<file path="src/hdl/vfd_pkg.sv">
// Shared constants, codes and types of the VADPCM frame decoder.
`timescale 1ns / 1ps
`default_nettype none

package vfd_pkg;

   localparam int NUM_PREDICTORS_DEFAULT = 8;

   localparam int ACTION_W  = 2;
   localparam int INDEX_W   = 7;
   localparam int SAMPLE_W  = 16;
   localparam int BYTE_W    = 8;
   localparam int NIB_W     = 4;
   localparam int GROUP_N   = 8;                 // samples per group
   localparam int TAPS      = 16;                // coefficients per predictor
   localparam int NIBS_W    = GROUP_N * NIB_W;   // packed codes of one group
   localparam int QUEUE_DEPTH = 4;

   // input action codes
   localparam logic [ACTION_W-1:0] ACT_LOAD   = 2'd0;
   localparam logic [ACTION_W-1:0] ACT_HIST   = 2'd1;
   localparam logic [ACTION_W-1:0] ACT_DECODE = 2'd2;

   typedef enum logic [1:0] {
      CMD_LOAD,
      CMD_HIST,
      CMD_GROUP
   } cmd_op_type;

   // one queued command; data holds the coefficient, {newer, older} or the codes
   typedef struct packed {
      cmd_op_type          op;
      logic [INDEX_W-1:0]  index;
      logic [NIBS_W-1:0]   data;
      logic [NIB_W-1:0]    shift;
      logic [NIB_W-1:0]    pred;
      logic                frame_last;
   } cmd_type;

   typedef enum logic [1:0] {
      BK_IDLE,
      BK_MAC,
      BK_DONE
   } back_state_type;

endpackage

`default_nettype wire

</file>
<file path="src/hdl/vfd_channel_if.sv">
// Request and response channel interfaces of the VADPCM frame decoder.
`timescale 1ns / 1ps
`default_nettype none

interface vfd_req_if import vfd_pkg::*; ();
   logic                       valid;
   logic                       ready;
   logic [ACTION_W-1:0]        action;
   logic [INDEX_W-1:0]         coef_index;
   logic signed [SAMPLE_W-1:0] coef_value;
   logic signed [SAMPLE_W-1:0] history_newer;
   logic signed [SAMPLE_W-1:0] history_older;
   logic [BYTE_W-1:0]          data_byte;

   modport source (output valid, action, coef_index, coef_value, history_newer,
                   history_older, data_byte, input ready);
   modport sink   (input valid, action, coef_index, coef_value, history_newer,
                   history_older, data_byte, output ready);
endinterface


`default_nettype wire

</file>
<file path="src/hdl/vfd_front.sv">
// Front end: accepts request beats, tracks the frame and queues commands.
`timescale 1ns / 1ps
`default_nettype none

module vfd_front import vfd_pkg::*; (
   input  wire logic   clock,
   input  wire logic   reset,
   vfd_req_if.sink     req_bus,
   output logic        q_valid,
   output cmd_type     q_cmd,
   input  wire logic   q_ready
);

   logic [3:0]        byte_pos_ff, byte_pos_in;
   logic [NIB_W-1:0]  shift_ff, shift_in;
   logic [NIB_W-1:0]  pred_ff, pred_in;
   logic [NIBS_W-1:0] nib_ff;
   logic [NIBS_W-1:0] nib_new;
   logic [3:0]        pos_minus;
   logic [1:0]        slot;
   logic              is_header;
   logic              group_done;
   logic              need_push;
   logic              accept;

   assign accept        = req_bus.valid && req_bus.ready;
   assign req_bus.ready = q_ready;

   always_comb begin
      is_header  = (byte_pos_ff == 4'd0) || (byte_pos_ff > 4'd8);
      pos_minus  = byte_pos_ff - 4'd1;
      slot       = pos_minus[1:0];
      group_done = !is_header && ((byte_pos_ff == 4'd4) || (byte_pos_ff == 4'd8));

      nib_new = nib_ff;
      for (int s = 0; s < GROUP_N / 2; s++) begin
         if (slot == 2'(s)) begin
            // high nibble is the earlier code
            nib_new[2*NIB_W*s +: 2*NIB_W] = {req_bus.data_byte[3:0],
                                             req_bus.data_byte[7:4]};
         end
      end

      need_push = 1'b0;
      q_cmd.op  = CMD_LOAD;
      q_cmd.data = '0;
      priority if (req_bus.action == ACT_LOAD) begin
         need_push  = 1'b1;
         q_cmd.op   = CMD_LOAD;
         q_cmd.data = NIBS_W'(unsigned'(req_bus.coef_value));
      end else if (req_bus.action == ACT_HIST) begin
         need_push  = 1'b1;
         q_cmd.op   = CMD_HIST;
         q_cmd.data = {req_bus.history_newer, req_bus.history_older};
      end else if (req_bus.action == ACT_DECODE) begin
         need_push  = group_done;
         q_cmd.op   = CMD_GROUP;
         q_cmd.data = nib_new;
      end else begin
         need_push = 1'b0;
      end
      q_cmd.index      = req_bus.coef_index;
      q_cmd.shift      = shift_ff;
      q_cmd.pred       = pred_ff;
      q_cmd.frame_last = (byte_pos_ff == 4'd8);
      q_valid          = req_bus.valid && need_push;

      byte_pos_in = byte_pos_ff;
      shift_in    = shift_ff;
      pred_in     = pred_ff;
      if (accept) begin
         if (req_bus.action == ACT_HIST) begin
            byte_pos_in = 4'd0;
         end else if (req_bus.action == ACT_DECODE) begin
            if (is_header) begin
               shift_in    = req_bus.data_byte[7:4];
               pred_in     = req_bus.data_byte[3:0];
               byte_pos_in = 4'd1;
            end else if (byte_pos_ff == 4'd8) begin
               byte_pos_in = 4'd0;
            end else begin
               byte_pos_in = byte_pos_ff + 4'd1;
            end
         end
      end
   end

   always_ff @(posedge clock) begin
      if (reset) begin
         byte_pos_ff <= 4'd0;
         shift_ff    <= '0;
         pred_ff     <= '0;
      end else begin
         byte_pos_ff <= byte_pos_in;
         shift_ff    <= shift_in;
         pred_ff     <= pred_in;
      end
   end

   always_ff @(posedge clock) begin
      if (accept && (req_bus.action == ACT_DECODE) && !is_header) begin
         nib_ff <= nib_new;
      end
   end

endmodule

`default_nettype wire

</file>
<file path="src/flat_wrapper.sv">
// flat-port wrapper written by rule: the top's interface ports become plain ports
module vfd_front_flat import vfd_pkg::*;
  (clock, reset, q_valid, q_cmd, q_ready, req_bus_valid, req_bus_action, req_bus_coef_index, req_bus_coef_value, req_bus_history_newer, req_bus_history_older, req_bus_data_byte, req_bus_ready);
  vfd_req_if req_bus_i ();
  input  wire logic clock;
  input  wire logic reset;
  output logic q_valid;
  output cmd_type q_cmd;
  input  wire logic q_ready;
  input wire logic [$bits(req_bus_i.valid)-1:0] req_bus_valid;
  input wire logic [$bits(req_bus_i.action)-1:0] req_bus_action;
  input wire logic [$bits(req_bus_i.coef_index)-1:0] req_bus_coef_index;
  input wire logic [$bits(req_bus_i.coef_value)-1:0] req_bus_coef_value;
  input wire logic [$bits(req_bus_i.history_newer)-1:0] req_bus_history_newer;
  input wire logic [$bits(req_bus_i.history_older)-1:0] req_bus_history_older;
  input wire logic [$bits(req_bus_i.data_byte)-1:0] req_bus_data_byte;
  output wire logic [$bits(req_bus_i.ready)-1:0] req_bus_ready;
  assign req_bus_i.valid = req_bus_valid;
  assign req_bus_i.action = req_bus_action;
  assign req_bus_i.coef_index = req_bus_coef_index;
  assign req_bus_i.coef_value = req_bus_coef_value;
  assign req_bus_i.history_newer = req_bus_history_newer;
  assign req_bus_i.history_older = req_bus_history_older;
  assign req_bus_i.data_byte = req_bus_data_byte;
  assign req_bus_ready = req_bus_i.ready;
  vfd_front u_core (.clock(clock), .reset(reset), .req_bus(req_bus_i), .q_valid(q_valid), .q_cmd(q_cmd), .q_ready(q_ready));
endmodule
</file>
<file path="config.mk">
export PLATFORM = sky130hd
export DESIGN_NAME = vfd_front_flat
export DESIGN_NICKNAME = d
export VERILOG_FILES = /design/src/hdl/vfd_pkg.sv /design/src/hdl/vfd_channel_if.sv /design/src/hdl/vfd_front.sv /design/src/flat_wrapper.sv
export SDC_FILE = /design/constraint.sdc
export NUM_CORES = 1
export LEC_CHECK = 0
export BUFFER_PORTS_ARGS = -buffer_cell sky130_fd_sc_hd__buf_2
export CORE_AREA = 2 2 90 92
export DETAILED_ROUTE_END_ITERATION = 8
export DIE_AREA = 0 0 92 94
export PLACE_DENSITY = 0.66
export SLEW_MARGIN = 30
export SYNTH_ARGS = -nofsm -noshare
export SYNTH_HDL_FRONTEND = slang
export SYNTH_SLANG_ARGS = --single-unit
</file>
<file path="constraint.sdc">
create_clock -name clock -period 2.98 [get_ports clock]
set_input_delay 0.596 -clock clock [delete_from_list [all_inputs] [get_ports clock]]
set_output_delay 0.596 -clock clock [all_outputs]
set_load 0.01 [all_outputs]
</file>
# Word-level counts from Yosys, hierarchy flattened
# Index checks and enable logic that the tools add are counted.
totals:
  register_bits: 44
  input_bits: 69
  output_inout_bits: 52
  word_cells: 46
classes:
  add_sub_neg: 2
  order_cmp: 1
  n_eq_ne: 7
  n_mux: 17
  n_bitwise: 1
  reduce_logical: 14
op_table:
  columns: ["cell", "count"]
  rows:
  - ["2-to-1 mux 32 bit", 3]
  - ["2-to-1 mux 8 bit", 4]
  - ["2-to-1 mux 4 bit", 4]
  - ["equality test 2 bit, second input constant", 3]
  - ["2-to-1 mux 2 bit", 3]
  - ["logical AND 1 bit", 5]
  - ["adder 4 x 1 -> 4 bit, second input constant", 1]
  - ["equality test 2 x 1 -> 1 bit, second input constant", 2]
  - ["equality test 4 x 3 -> 1 bit, second input constant", 1]
  - ["equality test 4 bit, second input constant", 1]
  - ["> comparator 4 bit, second input constant", 1]
  - ["logical NOT 2 bit", 2]
  - ["logical NOT 4 bit", 1]
  - ["AND reduction 4 bit", 1]
  - ["2-to-1 mux 1 bit", 3]
  - ["logical OR 1 bit", 2]
  - ["AND reduction 2 bit", 1]
  - ["nonzero test 2 bit", 1]
  - ["subtractor 2 x 1 -> 2 bit, second input constant", 1]
  - ["logical NOT 1 bit", 1]
  - ["NOT 1 bit", 1]

# Depth between registers and ports, before layout
depth:
  depth_word: 8
  depth_mapped: 7
  mapped_depth_nobuf: 6

# Least setup slack after synthesis
# No wires, ideal clock.
synth_path:
  path_type: "input port to output port"
  startpoint: "input req_bus_action[0]"
  endpoint: "output q_cmd[11] (netlist bit)"
  arrival_time_ns: 1.761
  required_time_ns: 2.384
  slack_ns: 0.623
  path_stages: 7
  path_buffers: 2
  cell_sequence: "inv_1 ha_1 nor2b_1 clkbuf_1 buf_2 a22oi_1 o21ai_0"
synth_rtl:
  columns: ["item", "line_no", "rtl"]
  rows:
  - ["start: declaration", "flat_wrapper.sv:11", "input wire logic [$bits(req_bus_i.action)-1:0] req_bus_action;"]
  - ["end: declaration", "flat_wrapper.sv:8", "output cmd_type q_cmd;"]

==> results_dict.tcl <==
set metrics [dict create \
    power_density_nw_per_um2 392.9 \
    htree_levels 2 \
    postSynth.asyncResetShare 0 \
    top_layer_used "met4" \
    cts_buffers 5 \
    crit_buf_inv 2 \
    rrSetupSlack_ns 0.55 \
    gp_congestion 0.7264 \
    p_switching_mw 0.3158 \
    min_period_over_period 0.8972 \
    wire_per_inst_um 14.63 \
    grt_util_all_layers 0.1511 \
    p_comb_frac 0.172 \
    reg2reg_to "u_core.nib_ff[21]$_DFFE_PP_" \
    fin_util 0.4314 \
    num_io_pins 121 \
    r2r_cells 6 \
    ant_nets 0 \
    worstSetupStartpointType "register" \
    portBuffers 106 \
    max_cap_viol_count 0 \
    clock_path_buffers 2 \
    ys_ff_latch 44 \
    dieHeight_um 94 \
    fin_crit_ns 2.674 \
    drtPass1Iterations 4 \
    max-vdd-ir-drop_uv 170.8 \
    drive_gt1_frac 0.4631 \
    rows 32 \
    layout_common_cells "buf_2, mux2_2, a22oi_1, edfxtp_1, nand2_1" \
    wl_met2_mm 3.007 \
    fin_skew_ns 0.008167 \
    dpl-instance-area_um2 3179 \
    status "complete, no violations" \
    yosysUniqueCellTypes 32 \
    final_common_cell "buf_2" \
    clock_sinks 44 \
    synth-main-ff-cell "edfxtp_1" \
    rsz0062_at_grt "false" \
    cts_tree "yes" \
    seq_area_frac_synth 0.4589 \
    fin_nets 414 \
    globalRoute.totalOverflow 0 \
    fp.coreArea_um2 7607 \
    worstSetupEndpointType "output pin" \
    internal_power_mw 0.9737 \
    final_cells 441 \
    cp_data_arrival_time_ns 2.08 \
    syn_area_per_cell_um2 10.60 \
    hold_end "u_core.pred_ff[2]$_SDFFE_PP0P_" \
    area_growth_pct 25.38 \
    netlist_area_um2 2618 \
    antenna_found_initial 0 \
    crit_required_ns 2.38 \
    dp_hpwl_mm 4.885 \
    cts-hold-fix-buffers 0 \
    yosys_warnings 0 \
    p_sw_frac 0.2449 \
    clkPwrFrac 0.318 \
    hold_start "u_core.pred_ff[2]$_SDFFE_PP0P_" \
    clkTransAtPathRegs_ns 0.08 \
    grt_pass1_wl_mm 10.29 \
    finalInstanceArea_um2 3282 \
    m1WireLength_mm 3.083 \
    clk_latency_ns 0.29 \
    fin_setup_tns_ns 0 \
    critical_path_class "reg -> out" \
    p_seq_frac 0.510 \
    grt_pass1_vias 2105 \
    slew_viol_final 0 \
    cts-resized-gates 0 \
    p_leak_nw 1.385 \
    cts_setup_buffers 0 \
    num_vias 2171 \
    routed-wl-met3_um 323 \
    die-area_um2 8648 \
    routed_wirelength_mm 6.452 \
    drc 0 \
    clock-root-buffer "clkbuf_8" \
    path_delay_family "adder cells" \
    grt_max_degree 35 \
    n_antenna_cell 0 \
    slowest_stage "ha_1" \
    cpPeakStageDelay_ns 0.54 \
    viasPerCell 4.923 \
    dp_cells 433 \
    cp_max_fo 11 \
    chipWidth_um 92 \
    initial_core_util 0.3441 \
    hp-class "reg -> reg" \
    max_freq_mhz 374.0 \
    min_path_cells 2 \
    crit_chain "inv_1 -> ha_1 -> mux2_2 -> a22oi_1 -> nor2_1 -> buf_2" \
    final_hold_viol_count 0 \
    rr_startpoint "u_core.byte_pos_ff[0]$_SDFFE_PP0P_" \
    syn-instance-count 247 \
    drt_iter0_drc 102 \
    synth_edf_count 32 \
    tightest_slew_ns 0.5836 \
    max-slew-margin-rel 0.6109 \
    setup_viol 0 \
    syn-num-nets 323 \
]
layer usage:
metal  up-vias  track usage
li1       1070            -
met1      1023       0.2056
met2        73       0.2494
met3         5      0.02970
met4         0      0.03483
met5         -            0
layout make-up:
class                      instances  area [um2]
clock buffer                       7       97.59
clock inverter                     1       5.005
fill                             761        4325
inverter                           6       22.52
multi-input combinational        169        1252
sequential                        44        1201
tap                              102       127.6
timing repair buffer             112       575.6
worst min-delay path: cells and delay by family (launching register included):
kind             cells  cell delay (ns)
flip-flops           1             0.31
multiplexers         1             0.06
AND/OR/NAND/NOR      1             0.06
metrics by stage:
| stage | hold slack, ns | worst slack, ns | total power [mW] |
|---|---|---|---|
| 3_5_place_dp | 0.4600 | 0.4481 | 0.8963 |
| 4_1_cts | 0.4787 | 0.2662 | 1.310 |
| 3_3_place_gp | 0.4561 | 0.5423 | 0.8911 |
| 5_1_grt | 0.5047 | 0.1243 | 1.356 |
| 6_report | 0.4745 | 0.3063 | 1.290 |
| 2_1_floorplan | 0.4774 | 0.6234 | 0.8018 |
cells in the mapped netlist (all sizes together), types with 2 or more instances:
cell    number  area share
a22oi       32       0.092
edfxtp      32        0.37
mux2        32        0.14
nand2       19       0.027
buf         18       0.042
nor2        18       0.030
nand2b      17       0.043
o21ai       16       0.031
dfxtp       12       0.092
clkbuf      10       0.014
mux2i        8       0.031
ha           7       0.033
inv          6      0.0086
a21oi        3      0.0057
nand3        2      0.0038
nor2b        2      0.0048
nor3         2      0.0038
xor2         2      0.0067
worst max-delay path by stage:
| stage | endpoint | slack, ns | depth (start not counted) | startpoint |
|---|---|---|---|---|
| floorplan | q_cmd[11] | 0.62 | 7 | req_bus_action[0] |
| global placement | q_cmd[22] | 0.54 | 7 | req_bus_action[1] |
| detailed placement | q_cmd[14] | 0.45 | 7 | req_bus_action[1] |
| CTS | q_cmd[40] | 0.27 | 6 | u_core.byte_pos_ff[0]$_SDFFE_PP0P_ |
| global route | q_cmd[36] | 0.12 | 6 | u_core.byte_pos_ff[0]$_SDFFE_PP0P_ |
| finish | q_cmd[40] | 0.31 | 6 | u_core.byte_pos_ff[0]$_SDFFE_PP0P_ |
sequential cells by signal (all words and copies together) (netlist names):
register and cells:
u_core.shift_ff 4, u_core.pred_ff 4, u_core.nib_ff 32, u_core.byte_pos_ff 4
cells by family after synthesis:
kind of cell               Yosys count  share of synthesized area
buffers and inverters               34                    0.06453
and+or+nand+nor                     66                     0.1300
muxes                               40                     0.1683
xor gates and xnor gates             2                   0.006693
AOI/OAI and AO/OA                   54                     0.1381
adders and majority gates            7                    0.03346
DFF                                 44                     0.4589
power groups by stage:
| stage | registers [mW] | clock network [mW] | logic [mW] |
|---|---|---|---|
| after floorplan | 0.673 | 0 | 0.129 |
| after global placement | 0.672 | 0 | 0.219 |
| after detailed placement | 0.672 | 0 | 0.224 |
| after CTS | 0.658 | 0.427 | 0.225 |
| after global routing | 0.659 | 0.450 | 0.247 |
| final | 0.658 | 0.410 | 0.222 |
Note: power is estimated with default switching activity, not from simulation.
