`config.mk`:
```
export PLATFORM = sky130hd
export DESIGN_NAME = vfd_queue
export DESIGN_NICKNAME = d
export VERILOG_FILES = /design/src/hdl/vfd_pkg.sv /design/src/hdl/vfd_queue.sv
export SDC_FILE = /design/constraint.sdc
export NUM_CORES = 1
export LEC_CHECK = 0
export BUFFER_PORTS_ARGS = -buffer_cell sky130_fd_sc_hd__buf_4
export CAP_MARGIN = 30
export CORE_MARGIN = 2
export CORE_UTILIZATION = 46
export CTS_CLUSTER_DIAMETER = 50
export DETAILED_ROUTE_END_ITERATION = 16
export GPL_TIMING_DRIVEN = 0
export PLACE_DENSITY = 0.66
export SLEW_MARGIN = 5
export SYNTH_ARGS = -nofsm -noshare
export SYNTH_HDL_FRONTEND = slang
export SYNTH_SLANG_ARGS = --single-unit
```
`constraint.sdc`:
```
create_clock -name clock -period 4.3 [get_ports clock]
set_clock_uncertainty 0.1 [all_clocks]
set_input_delay 0.43 -clock clock [delete_from_list [all_inputs] [get_ports clock]]
set_output_delay 0.43 -clock clock [all_outputs]
set_load 0.03 [all_outputs]
```
`src/hdl/vfd_pkg.sv`:
```
// Shared constants, codes and types of the VADPCM frame decoder.
`timescale 1ns / 1ps
`default_nettype none

package vfd_pkg;

   localparam int NUM_PREDICTORS_DEFAULT = 8;

   localparam int ACTION_W  = 2;
   localparam int INDEX_W   = 7;
   localparam int SAMPLE_W  = 16;
   localparam int BYTE_W    = 8;
   localparam int NIB_W     = 4;
   localparam int GROUP_N   = 8;                 // samples per group
   localparam int TAPS      = 16;                // coefficients per predictor
   localparam int NIBS_W    = GROUP_N * NIB_W;   // packed codes of one group
   localparam int QUEUE_DEPTH = 4;

   // input action codes
   localparam logic [ACTION_W-1:0] ACT_LOAD   = 2'd0;
   localparam logic [ACTION_W-1:0] ACT_HIST   = 2'd1;
   localparam logic [ACTION_W-1:0] ACT_DECODE = 2'd2;

   typedef enum logic [1:0] {
      CMD_LOAD,
      CMD_HIST,
      CMD_GROUP
   } cmd_op_type;

   // one queued command; data holds the coefficient, {newer, older} or the codes
   typedef struct packed {
      cmd_op_type          op;
      logic [INDEX_W-1:0]  index;
      logic [NIBS_W-1:0]   data;
      logic [NIB_W-1:0]    shift;
      logic [NIB_W-1:0]    pred;
      logic                frame_last;
   } cmd_type;

   typedef enum logic [1:0] {
      BK_IDLE,
      BK_MAC,
      BK_DONE
   } back_state_type;

endpackage

`default_nettype wire

```
`src/hdl/vfd_queue.sv`:
```
// Short command queue between the front end and the back end.
`timescale 1ns / 1ps
`default_nettype none

module vfd_queue import vfd_pkg::*; (
   input  wire logic    clock,
   input  wire logic    reset,
   input  wire logic    push_valid,
   input  wire cmd_type push_cmd,
   output logic         push_ready,
   output logic         pop_valid,
   output cmd_type      pop_cmd,
   input  wire logic    pop_ready
);

   localparam int PTR_W = $clog2(QUEUE_DEPTH);
   localparam int CNT_W = $clog2(QUEUE_DEPTH + 1);

   cmd_type          slot_ff [QUEUE_DEPTH];
   logic [PTR_W-1:0] wr_ptr_ff, rd_ptr_ff;
   logic [CNT_W-1:0] count_ff;
   logic             do_push, do_pop;

   assign push_ready = (count_ff != CNT_W'(QUEUE_DEPTH));
   assign pop_valid  = (count_ff != '0);
   assign pop_cmd    = slot_ff[rd_ptr_ff];
   assign do_push    = push_valid && push_ready;
   assign do_pop     = pop_valid && pop_ready;

   always_ff @(posedge clock) begin
      if (reset) begin
         wr_ptr_ff <= '0;
         rd_ptr_ff <= '0;
         count_ff  <= '0;
      end else begin
         if (do_push) wr_ptr_ff <= wr_ptr_ff + PTR_W'(1);
         if (do_pop)  rd_ptr_ff <= rd_ptr_ff + PTR_W'(1);
         if (do_push && !do_pop) begin
            count_ff <= count_ff + CNT_W'(1);
         end else if (do_pop && !do_push) begin
            count_ff <= count_ff - CNT_W'(1);
         end
      end
   end

   always_ff @(posedge clock) begin
      if (do_push) slot_ff[wr_ptr_ff] <= push_cmd;
   end

endmodule

`default_nettype wire

```
## After elaboration in Yosys (flattened, before gate mapping)

Memory sizes are Yosys's and may differ from the RTL's. A register that Yosys moved wholly into a read port is not among the register bits.
Cells that the tools add are included.
Widths: inputs -> output; s select.

| storage, ports and cells | value |
|---|---|
| register bits after elaboration | 7 |
| latch bits | 0 |
| memory bits (writable) | 200 |
| ROM bits | 0 |
| input port bits | 54 |
| logic and storage cells | 23 |
| memories | 1 |

| cells by class | value |
|---|---|
| add/sub/neg operators | 4 |
| $mul | 0 |
| div/mod/pow operators | 0 |
| magnitude comparators | 0 |
| equality and inequality tests | 1 |
| shift operators | 0 |
| multiplexer cells | 6 |
| bitwise operators | 0 |
| reductions and logical operators | 8 |

Memories:

| name | words | width | read ports | clocked after Yosys merged registers in | write ports | RTL line | text |
|---|---|---|---|---|---|---|---|
| slot_ff | 4 | 50 | 1 | 1 | 1 | vfd_queue.sv:19 | `cmd_type slot_ff [QUEUE_DEPTH];` |

Operator list:

| kind | number |
|---|---|
| $mux 3 | 2 |
| $add 2x1->2 const B | 2 |
| $logic_and 1x1->1 | 4 |
| $mux 2 | 2 |
| $add 3x1->3 const B | 1 |
| $ne 3x3->1 const B | 1 |
| $reduce_bool 3->1 | 1 |
| $sub 3x1->3 const B | 1 |
| $logic_not 1->1 | 2 |
| $mux 1 | 2 |
| $reduce_bool 2->1 | 1 |

## Depth between registers and ports, before layout

Gate-level depths: netlist (run 1).

| depth | value |
|---|---|
| word-level depth | 6 |
| depth in mapped cells | 8 |

## Worst setup path before layout (run 1)

No wires, ideal clock.

| timing | value |
|---|---|
| kind | register -> register |
| start | register count_ff[0] |
| end | memory slot_ff[0][0] (netlist name), enable pin |
| data arrival time | 1,996 ps |
| slack | 1,791 ps |
| cell stages (with the launch flop) | 4 |
| buffers on the path | 0 |
| path through | dfxtp_1 nor2_1 a21boi_2 and2_1 |

| between the ends | value |
|---|---|
| word-level cells in the longest chain between the ends | 4 |

RTL lines:

| item | RTL line | text |
|---|---|---|
| from (decl) | vfd_queue.sv:21 | `logic [CNT_W-1:0] count_ff;` |
| from (signal assigned) | vfd_queue.sv:39 | `count_ff <= count_ff + CNT_W'(1);` |
| from (signal assigned) | vfd_queue.sv:41 | `count_ff <= count_ff - CNT_W'(1);` |
| $ne 3x3->1 | vfd_queue.sv:24 | `assign push_ready = (count_ff != CNT_W'(QUEUE_DEPTH));` |
| $logic_and 1x1->1 | vfd_queue.sv:27 | `assign do_push = push_valid && push_ready;` |
| named net do_push | vfd_queue.sv:22 | `logic do_push, do_pop;` |
| $mux 1 | vfd_queue.sv:47 | `if (do_push) slot_ff[wr_ptr_ff] <= push_cmd;` |
| $mux 1 (not written as such) | vfd_queue.sv:47 |  |
| to (decl) | vfd_queue.sv:19 |  |

The timed path passes the listed nets, and every way through them passes these cells.

==> metrics list, run 1 <==
- The run finished with clean final reports.
- Summing every instance area after synthesis gives around 7700 um^2.
- CTS built an H-tree with a depth of 1.
- Summing over every cut layer, the via total after detailed routing is ~3.5k.
- Clock tree from TritonCTS: built
- Fraction of synthesized cell area in xor and xnor cells: 0.453%
- Buffers from clock root to sink, at most: 3
- Global-route wire length before repair: 20.5 mm
- Critical path class: flip-flop to output pin
- The worst path in the final design needs a cycle of 2.43 ns, including I/O delays and setup.
* Cells traversed along the worst timing path: buf_1 -> buf_2 -> mux4_2 -> buf_4
- STA classifies the critical path startpoint as a flip-flop.
- Max-slew violations: 0
- Across every metal layer, demand over resource in global routing totals 15.2%.
- For this design, the slowest cell found on the critical path is mux4_2.
* Max rail drop VDD: 327 uV
- Of all flip-flops after synthesis, the portion carrying an async set or reset was 0%.
* Area Growth Syn to Fin: 22.8%
* Total instance count after detailed placement: 634
* FF+latch area: 6190 um^2
* Clock-pin slew on the worst setup and hold paths: roughly 0.06 ns
- STA classifies the critical path endpoint as an output pin.
* Syn Inst Count: 310
- Antenna Violating Nets Remaining: 0
- Cells resized by post-CTS repair: 0
- After detailed routing, the number of remaining DRC violations is 0.
* Area share of the largest cell type after synthesis: approximately 78%
- Multi-input logic area: about 1400 um^2
- The final critical path takes up 56.6% of the cycle.
- Share of final-layout standard cells stronger than drive strength 1: ~44%
* Insertion delay of the later-clocked pin in the worst-skew pair: 0.49 ns
- Number of flops mapped to enable cells by yosys: 200
- At the worst endpoint, the arrival time is 1.90 ns.
* Largest stage delay on the critical path: 0.38 ns
* Main combinational cell family by area after synthesis: multiplexers
- Static timing analysis puts the maximum clock frequency at ~410 MHz.
- In this run the standard cell core region covers between 15000 and 20000 um^2.
* Maximum number of pins on one net before global-route repair: 51
- In this run the core area contains 47 standard-cell rows.
- Vertical die dimension: around 130 um
* Initial antenna violation count: 0
- Counting instances, the worst hold path has a depth of 1.
- Number of nets in the finished design: 499
- Top Usage Layer GRT: met2
- The synthesized netlist devotes 1.07% of its cell area to adder and majority cells.
* Number of primary I/O pins: 106
* Distinct cell type count of the synthesized netlist: 24
- The tool flagged a number of max-cap violations equal to 0.
- Global routing consumed, on the met2 layer, between 20% and 30% of the routing resources.
- Commonest cells in the netlist: edfxtp_1 (200), mux4_2 (50), dfxtp_1 (9)
- In this run, the number of DRC markers left after iteration 0 of detailed routing was 140.
- Leakage dissipation: between 3 and 4 nW
- Cell count of the worst reg-to-reg path: 8
- Total Die Area: between 15000 and 20000 um^2
- Transition time at the pin with the least slew margin: 0.822 ns
- Met3 layer usage reported by global route: 3.54%
- In this run the worst hold path is classified as input port to flip-flop.
* Area fraction in compound gates after synthesis: 0.485%
- Averaged over all synthesized cells, the footprint is 25.0 um^2.
- Area contributors post-synth: edfxtp_1 (78%), mux4_2 (15%), dfxtp_1 (2.3%)
- Setup violations remaining at the end of the flow were counted as 0.
* Post-DP HPWL: 7.62 mm
- The initial utilization of the core area, before any placement, comes to 46.8%.
- Worst slew margin: a little under half
* Hold-fix buffers at CTS: 0
- Of the synthesized area, sequential elements account for 79.9%.
- The count of endpoints failing hold in the final timing report is 0.
- Setup total negative slack on the finished layout was measured at 0 ns.
* Biggest area consumer among synthesized cells: edfxtp_1
* Power density over the cells: about 650 nW/um^2
* DRT Wirelength: 13.2 mm
- Mux contribution to synthesized area: 15.0%
* Number of global-route vias before repair: 3766
- Number of nets in the synthesized netlist: 370
- After Yosys synthesis, and, or, nand and nor cells account for 1.08% of the synthesized area.
- Among all flip-flop cells after synthesis, the most frequent one is edfxtp_1.
- Most frequently used cell type in the post-synthesis netlist: edfxtp_1
- In the global route stage, met1 resource usage came out at 19.8%.
- Fin cells: ~680
- Post-CTS setup repair buffer count: 0
- Total congestion overflow after global routing: 0
- Setup repair after global routing left no endpoint under its margin.
- Dividing the detail-routed wire length by the instance count gives a little under 20 um.
* Total of buffers placed on input and output ports: 104
- Yosys warnings: 0
* Total CTS buffers: 23
- Register bit total from synthesis: around 210
- The repair_antennas step left the layout with diodes totalling 0.
* Last weighted congestion value of the routability-driven placer: 0.705
- Critical Path Fanout Max: 10
- Post-DR vias/cell: 5.17
- CTS placed an instance of clkbuf_16 at the clock tree root.
- STA puts the critical path data required time at 3.77 ns.
- CTS saw ~210 sinks.
- From left edge to right edge, the die measures 134 um.
* Number of fillers in the final layout: 1247
* Pre-antenna DRT Iters: 5
-- per-stage QoR --
stage          setup slack (ns)  cell area, um^2  util (%)  power, mW  hold slack [ns]
2_1_floorplan              1.79             7740         -       3.85            0.382
3_3_place_gp              0.703             8790      53.2       4.44            0.394
3_5_place_dp               1.92             8800      53.3       4.46            0.428
4_1_cts                    1.81             9500      57.5       6.26          0.00768
5_1_grt                    1.73             9500      57.5       6.43           0.0117
6_report                   1.87             9500      57.5       6.17           0.0302
-- flip-flops by register name (all words and copies together) (netlist names), named ones only --
name,cells
count_ff,3
rd_ptr_ff,2
slot_ff,200
wr_ptr_ff,2
-- area by class of cell --
cell class / instances / area share (%)
Sequential cell: 209 / 65.1
Multi-Input combinational cell: 85 / 14.8
Timing Repair Buffer: 104 / 8.22
Buffer: 13 / 1.51
Clock buffer: 28 / 6.26
Tap cell: 220 / 2.90
Clock inverter: 13 / 1.08
Inverter: 3 / 0.119
-- report_power, final --
part           leakage (nW)  switching, mW  internal [mW]  total [mW]
Combinational         0.982           1.03          0.813        1.84
Clock                 0.329          0.740           1.05        1.79
Sequential             1.91         0.0617           2.48        2.54
Total                  3.22           1.83           4.34        6.17
-- cell families after synthesis --
logic type | Yosys count
compound gates | 5
buf+inv | 16
mux | 53
simple gates | 17
flops | 209
xor+xnor | 4
fa+ha+maj | 6
-- worst paths after layout --
| check | end | start | slack [ns] |
|---|---|---|---|
| worst max-delay path | pop_cmd[3] | flip-flop | 1.87 |
| worst min-delay path | slot_ff[2][0] | push_cmd[0] | 0.03 |
| worst max register to register | count_ff[2] | count_ff[0] | 1.88 |
| worst min register to register | wr_ptr_ff[1] | wr_ptr_ff[1] | 0.43 |
-- layer usage --
| metal | vias to the layer above | part of all wire [%] |
|---|---|---|
| met2 | 94 | 50 |
| met3 | 17 | 5.5 |
| met4 | 0 | 1.7 |
| li1 | 1568 | - |
| met1 | 1813 | 42 |
| met5 | - | 0 |
-- worst max-delay path, delay by kind of cell, from the launching register on --
kind | cells | cell delay, ns
buffers and inverters | 3 | 0.74
multiplexers | 1 | 0.38
flip-flops | 1 | 0.30
-- cells in the final DEF (no fill, tap or decap), types with 5 or more instances in the layout --
cell,synthesis,final
clkbuf_1,1,6
clkbuf_16,0,23
edfxtp_1,200,200
buf_4,0,104
nor2_1,8,8
buf_2,5,5
clkinv_1,0,5
mux4_2,50,50
ha_1,5,5
buf_12,5,5
dfxtp_1,9,9
Power figures use the tool's default switching activity.
==> run 2: changes to the inputs <==
Clock period 4.3 ns to 2.5 ns, I/O delays scaled along.
==> metrics list, run 2 (synthesized netlist as in run 1, its figures left out) <==
- RSZ-0062 raised after global routing: no (unchanged).
- The number of buffer and inverter instances along the worst setup path is 1 (was 3).
- Clock-pin slew on the worst setup and hold paths: 0.06 ns (about the same)
- The final total negative setup slack was 0 ns (unchanged).
* Start point of the worst hold path: reset (was push_cmd[0])
* Crit-path leading delay family: adder cells (was buffers and inverters)
- Initial antenna violation count: 1 (was 0)
- Worst slew margin: 44.7% (was 45.2%)
- The clock tree from TritonCTS was built (unchanged).
- Site row count: 47 (unchanged)
* Vertical die dimension: 134 um (unchanged)
* Number of nets in the finished design: 550 (was 499)
- Post-DP HPWL: 7.40 mm (was 7.62 mm)
- The number of setup violations in the final report came to 0 (unchanged).
- Setup slack of the most critical reg-to-reg path: 0.16 ns (was 1.88 ns)
- Post-DR vias/cell: 5.03 (was 5.17)
- Maximum number of pins on one net before global-route repair: 51 (unchanged)
- Clock Sink Count: 209 (unchanged)
- The die area came to 17900 um^2 (unchanged).
- H-tree Lvls: 1 (unchanged)
- Transition time at the pin with the least slew margin: 0.829 ns (was 0.822 ns)
- Max rail drop VDD: 697 uV (was 327 uV)
- The routed length per placed instance came to 18.9 um (was 19.6 um).
- Data required time of the critical path: 2.83 ns (was 3.77 ns)
- DRT Wirelength: 13.8 mm (was 13.2 mm)
- Highest clock frequency the design can meet: about 430 MHz
* Vias: 3670 (was 3492)
* Max stage delay cell, worst path: dfxtp_1 (was mux4_2)
* Area Growth Syn to Fin: 29.7% (was 22.8%)
* Number of DRC markers in iteration 0: 158 (was 140)
- Fin cells: 729 (was 675)
- Critical Path Fanout Max: 7 (was 10)
- Total CTS buffers: 24 (was 23)
- The insertion delay of the later-clocked pin in the worst-skew pair is 0.50 ns (was 0.49 ns).
- After layout, the worst path uses roughly 93% of the clock period.
- Pre-antenna DRT Iters: 4 (was 5)
- The cell count after placement was 634 (unchanged).
* Global-route usage over all layers: 15.6% (was 15.2%)
- The path class of the lowest-slack min-delay path is input port to flip-flop (unchanged).
- The share of cells above drive strength 1 is 40.6% (was 44.4%).
* Kind of end point of the critical path: flip-flop (was output pin)
- The count of buffers from port buffering came to 104 (unchanged).
- Overall die width: 134 um (unchanged)
* Buffers from clock root to sink, at most: 3 (unchanged)
* Largest stage delay on the critical path: 0.42 ns (was 0.38 ns)
- Last weighted congestion value of the routability-driven placer: 0.708 (was 0.705)
* Global-route wire length before repair: 21.1 mm (was 20.5 mm)
- Largest register FFs: 200 (unchanged)
- Effective utilization at floorplan: 46.8% (unchanged)
- The power per unit of standard cell area was 1070 nW/um^2 (was 649 nW/um^2).
- Number of global-route vias before repair: 4010 (was 3766)
* Number of maximum-capacitance constraint violations: 0 (unchanged)
- Buffer type at the clock tree root: clkbuf_16 (unchanged)
* Regs by FF count: slot_ff x200, count_ff x3 (unchanged)
- The aggregate global routing overflow came to 0 (unchanged).
- Critical path class: flip-flop to flip-flop (was flip-flop to output pin)
- Overall power of the completed layout: 10.7 mW (was 6.17 mW)
- The count of unresolved DRC violations after routing is 0 (unchanged).
* Min cycle time layout: 2.34 ns
- End-of-flow core utilization: 60.7% (was 57.5%)
* Hold Path Sink: rd_ptr_ff[0] (was slot_ff[2][0])
- Commonest non-fill, non-tap cells in the layout: edfxtp_1 (200), buf_4 (104), mux4_2 (50), dlygate4sd3_1 (50), clkbuf_16 (25) (was edfxtp_1 (200), buf_4 (104), mux4_2 (50), clkbuf_16 (23), dfxtp_1 (9)).
- The nature of the critical path startpoint is a flip-flop (unchanged).
- Worst EP arrival: 2.67 ns (was 1.90 ns)
- The leading cell type in the layout, fill and taps excluded is edfxtp_1 (unchanged).
- Worst r2r dst: count_ff[2] (unchanged)
- The number of slew-limit violations in the final report came to 0 (unchanged).
- Leakage dissipation: 3.45 nW (was 3.22 nW)
- The count of cells along the worst hold path was 2 (was 1).
* Reg2reg start: count_ff[1] (was count_ff[0])
* Cells traversed along the worst timing path: nor2_1 -> a21boi_4 -> ha_1 -> inv_1 -> fa_1 -> xor2_1 -> or3_1 -> a21oi_1 (was buf_1 -> buf_2 -> mux4_2 -> buf_4)
- The number of top-level pins came to 106 (unchanged).
- Result of the run: finished clean (unchanged)
- Total core area: 16500 um^2 (unchanged)
- The depth of the worst register-to-register path came to 8 (unchanged).
- The register bank with the most flops is slot_ff (unchanged).
* Antenna Violating Nets Remaining: 0 (unchanged)
- The count of endpoints failing hold in the final timing report was 0 (unchanged).
run 2: cell count changes in the layout (fill, tap and decap cells not counted), moves of 2 or more:
cell / before / now
clkbuf_1: 6 / 4
clkinv_1: 5 / 7
dlygate4sd3_1: 0 / 50
clkbuf_16: 23 / 25
clkinv_2: 1 / 5
run 2: area by class of cell:
| cell class | instances | area [um^2] |
|---|---|---|
| diodes | 1 | 2.50 |
| plain buffers | 13 | 144 |
| clock buffers | 28 | 637 |
| clock inverters | 16 | 82.6 |
| fillers | 1176 | 6490 |
| inverters | 3 | 11.3 |
| multi-input cells | 85 | 1410 |
| flip-flops and latches | 209 | 6190 |
| well taps | 220 | 275 |
| repair buffers | 154 | 1280 |
run 2: where the power goes:
group | switching, mW | internal [mW]
registers | 0.107 | 4.26
logic | 1.79 | 1.45
clock network | 1.29 | 1.82
total | 3.19 | 7.53
run 2: how the worst max path moves through the flow:
stage | from | to | slack, ns | cells past startpoint
final | count_ff[1] | count_ff[2] | 0.16 | 8
after global routing | count_ff[1] | count_ff[2] | 0.004 | 8
after CTS | count_ff[0] | count_ff[2] | 0.07 | 8
after detailed placement | count_ff[0] | count_ff[2] | 0.09 | 8
after global placement | count_ff[0] | slot_ff[2][0] | -0.10 | 3
after floorplan | count_ff[0] | count_ff[2] | 0.38 | 8
run 2: layer usage:
metal / track usage, % / share of wire (%)
met5: 0 / 0
met1: 20.6 / 42
met2: 26.7 / 51
met4: 3.90 / 1.9
met3: 3.35 / 4.8
run 2: worst reg2reg max path: cells and delay by family, from the launching register on:
| family | cells | cell delay (ns) |
|---|---|---|
| fa+ha+maj | 2 | 0.62 |
| simple gates | 2 | 0.45 |
| compound gates | 2 | 0.44 |
| flops | 1 | 0.42 |
| xor+xnor | 1 | 0.18 |
| buf+inv | 1 | 0.07 |
run 2: per-stage QoR:
step                instance area (um^2)  hold slack [ns]  worst slack [ns]
floorplan                           7740            0.249             0.380
global placement                    8800            0.349            -0.101
detailed placement                  8800            0.354            0.0942
CTS                                10000        0.0000270            0.0662
global route                       10000           0.0609           0.00383
finish                             10000           0.0154             0.164
run 2: what timing repair did:
item | in CTS | in global routing
setup endpoints to repair | 0 | 1
setup buffers | 0 | 0
hold endpoints to repair | 200 | 0
hold buffers | 50 | 0
gates resized for setup | 0 | 2
==> run 3: changes to the inputs <==
Settings changed: BUFFER_PORTS_ARGS -buffer_cell sky130_fd_sc_hd__buf_4 to not set, DONT_BUFFER_PORTS set to 1, PLACE_DENSITY 0.66 to 0.68.
==> metrics list, run 3 (synthesized netlist as in run 1, its figures left out) <==
* Result of the run: finished clean (unchanged)
- The utilization of the core after routing is 56.4% (was 60.7%).
- Kind of end point of the critical path: flip-flop (unchanged)
- Critical Path Fanout Max: 7 (unchanged)
- The startpoint-to-endpoint class of the critical path was flip-flop to flip-flop (unchanged).
* Count of antenna diodes in the layout: 0 (was 1)
- RSZ-0062 raised after global routing: no (unchanged).
* Number of buffer and inverter instances along the worst setup path: 1 (unchanged)
- Buffer type at the clock tree root: clkbuf_16 (unchanged)
* Number of maximum-capacitance constraint violations: 0 (unchanged)
* Antenna Violating Nets Remaining: 0 (unchanged)
* Clock Sink Count: 209 (unchanged)
- The number of buffers between clock root and the deepest sink was 3 (unchanged).
- Power density over the cells: 1100 nW/um^2 (was 1070 nW/um^2)
* Max-slew violations: 0 (unchanged)
* Pre-antenna DRT Iters: 4 (unchanged)
- The final net count is 449 (was 550).
* Overall power of the completed layout: 10.3 mW (was 10.7 mW)
* Global-route usage over all layers: 15.4% (was 15.6%)
- The share of cells above drive strength 1 came to 25.2% (was 40.6%).
* Cells traversed along the worst timing path: nor2_1 -> a21boi_4 -> ha_1 -> inv_1 -> fa_1 -> xor2_1 -> or3_1 -> a21oi_1 (unchanged)
- The CTS H-tree depth was 1 (unchanged).
- The number of post-CTS setup repair buffers was 0 (unchanged).
- Initial antenna violation count: 1 (unchanged)
- The insertion delay of the later-clocked pin in the worst-skew pair came to 0.49 ns (was 0.50 ns).
- Most common cell after layout, fill and taps aside: edfxtp_1 (unchanged)
* DRT Wirelength: 13.3 mm (was 13.8 mm)
* Post-DR vias/cell: 5.33 (was 5.03)
- The number of setup violations in the final report came to 0 (unchanged).
* Crit-path leading delay family: adder cells (unchanged)
* Post-DP HPWL: 7.39 mm (was 7.40 mm)
* Largest stage delay on the critical path: 0.44 ns (was 0.42 ns)
* Number of primary I/O pins: 106 (unchanged)
* Smallest setup slack after layout: 0.185 ns (was 0.164 ns)
- The nature of the critical path startpoint is a flip-flop (unchanged).
* Post-placement setup slack: 0.119 ns (was 0.0942 ns)
- The number of flip-flops in the largest register was 200 (unchanged).
* Worst EP arrival: 2.63 ns (was 2.67 ns)
- The maximum number of pins on one net before global-route repair came to 51 (unchanged).
- Setup slack of the most critical reg-to-reg path: 0.19 ns (was 0.16 ns)
- The global placer's final weighted congestion is 0.643 (was 0.708).
* Total core area: 16500 um^2 (unchanged)
* Vias: 3333 (was 3670)
- Transition time at the pin with the least slew margin: 0.811 ns (was 0.829 ns)
- The clock tree from TritonCTS was built (unchanged).
* Leakage dissipation: 3.00 nW (was 3.45 nW)
* Commonest non-fill, non-tap cells in the layout: edfxtp_1 (200), dlygate4sd3_1 (54), mux4_2 (50), clkbuf_16 (23), dfxtp_1 (9) (was edfxtp_1 (200), buf_4 (104), mux4_2 (50), dlygate4sd3_1 (50), clkbuf_16 (25))
- Min Hold Slack: 0.361 ns (was 0.0154 ns)
- The count of unresolved DRC violations after routing is 0 (unchanged).
- The number of buffers added by the clock tree synthesis step was 23 (was 24).
- Min cycle time layout: 2.31 ns (was 2.34 ns)
* Max rail drop VDD: 612 uV (was 697 uV)
* Worst slew margin: 45.9% (was 44.7%)
- The fraction of the cycle the final worst path needs is 92.6% (was 93.4%).
* Total Die Area: 17900 um^2 (unchanged)
* Site row count: 47 (unchanged)
- The layout overhead on the synthesized area is 20.5% (was 29.7%).
* Data required time of the critical path: 2.82 ns (was 2.83 ns)
- Regs by FF count: slot_ff x200, count_ff x3 (unchanged).
- The count of endpoints failing hold in the final timing report was 0 (unchanged).
- The path class of the lowest-slack min-delay path is input port to flip-flop (unchanged).
- Total of buffers placed on input and output ports: 0 (was 104)
- Number of DRC markers in iteration 0: 159 (was 158)
- The chip height is 134 um (unchanged).
* Overall die width: 134 um (unchanged)
- The master of the slowest instance on the critical path was dfxtp_1 (unchanged).
* Effective utilization at floorplan: 46.8% (unchanged)
- Largest Register: slot_ff (unchanged)
* Total congestion overflow after global routing: 0 (unchanged)
- The routed length per placed instance was 21.2 um (was 18.9 um).
* Number of global-route vias before repair: 3668 (was 4010)
- The first-pass GRT wire length is 21.0 mm (was 21.1 mm).
- The layout filler cell count came to 1208 (was 1176).
* Highest clock frequency the design can meet: 432 MHz (was 428 MHz)
* Clock-pin slew on the worst setup and hold paths: 0.06 ns (about the same)
-- run 3: changes by cell type in the layout (fill, tap and decap cells not counted), sizes merged --
cell and change:
dlygate4sd3 +4, clkbuf -3, clkinvlp -3, clkinv -2, inv +2, diode -1, buf -104, bufinv +3
-- run 3: cell type report --
type	count	area (um^2)	area share (%)
multi-input cells	85	1410	15.2
plain buffers	13	144	1.54
clock buffers	25	583	6.26
clock inverters	16	168	1.80
inverters	3	11.3	0.121
flip-flops and latches	209	6190	66.4
well taps	220	275	2.95
repair buffers	54	541	5.80
-- run 3: timing repair --
action                                  CTS  global route
hold endpoints to repair                205             1
hold buffers                             53             1
resized for setup                         0             1
endpoints found under the setup margin    0             1
-- run 3: final timing paths --
check,from,endpoint,depth (start not counted)
worst max-delay path,count_ff[0],count_ff[2],8
worst min-delay path,push_cmd[9],slot_ff[3][9],1
worst min register to register,wr_ptr_ff[1],wr_ptr_ff[1],2
worst max register to register,count_ff[0],count_ff[2],8
-- run 3: routing by layer --
metal | track usage [%] | part of all wire [%] | vias up
met2 | 26.2 | 50 | 91
met4 | 3.90 | 1.2 | 2
met3 | 4.19 | 6.3 | 18
met5 | 0 | 0.083 | -
li1 | - | - | 1479
met1 | 20.0 | 43 | 1743
-- run 3: power by group --
group          switching (mW)  total, mW  internal [mW]
Combinational            1.67       2.64          0.962
Sequential              0.111       4.37           4.26
Clock                    1.28       3.28           2.01
Total                    3.06       10.3           7.23
-- run 3: stage by stage --
step                      area (um^2)  setup TNS, ns  cells
after floorplan                  7740              0    310
after global placement           8020         -19.02    530
after detailed placement         8020              0    530
after CTS                        9300              0    624
after global routing             9320              0    625
final                            9320              0    625
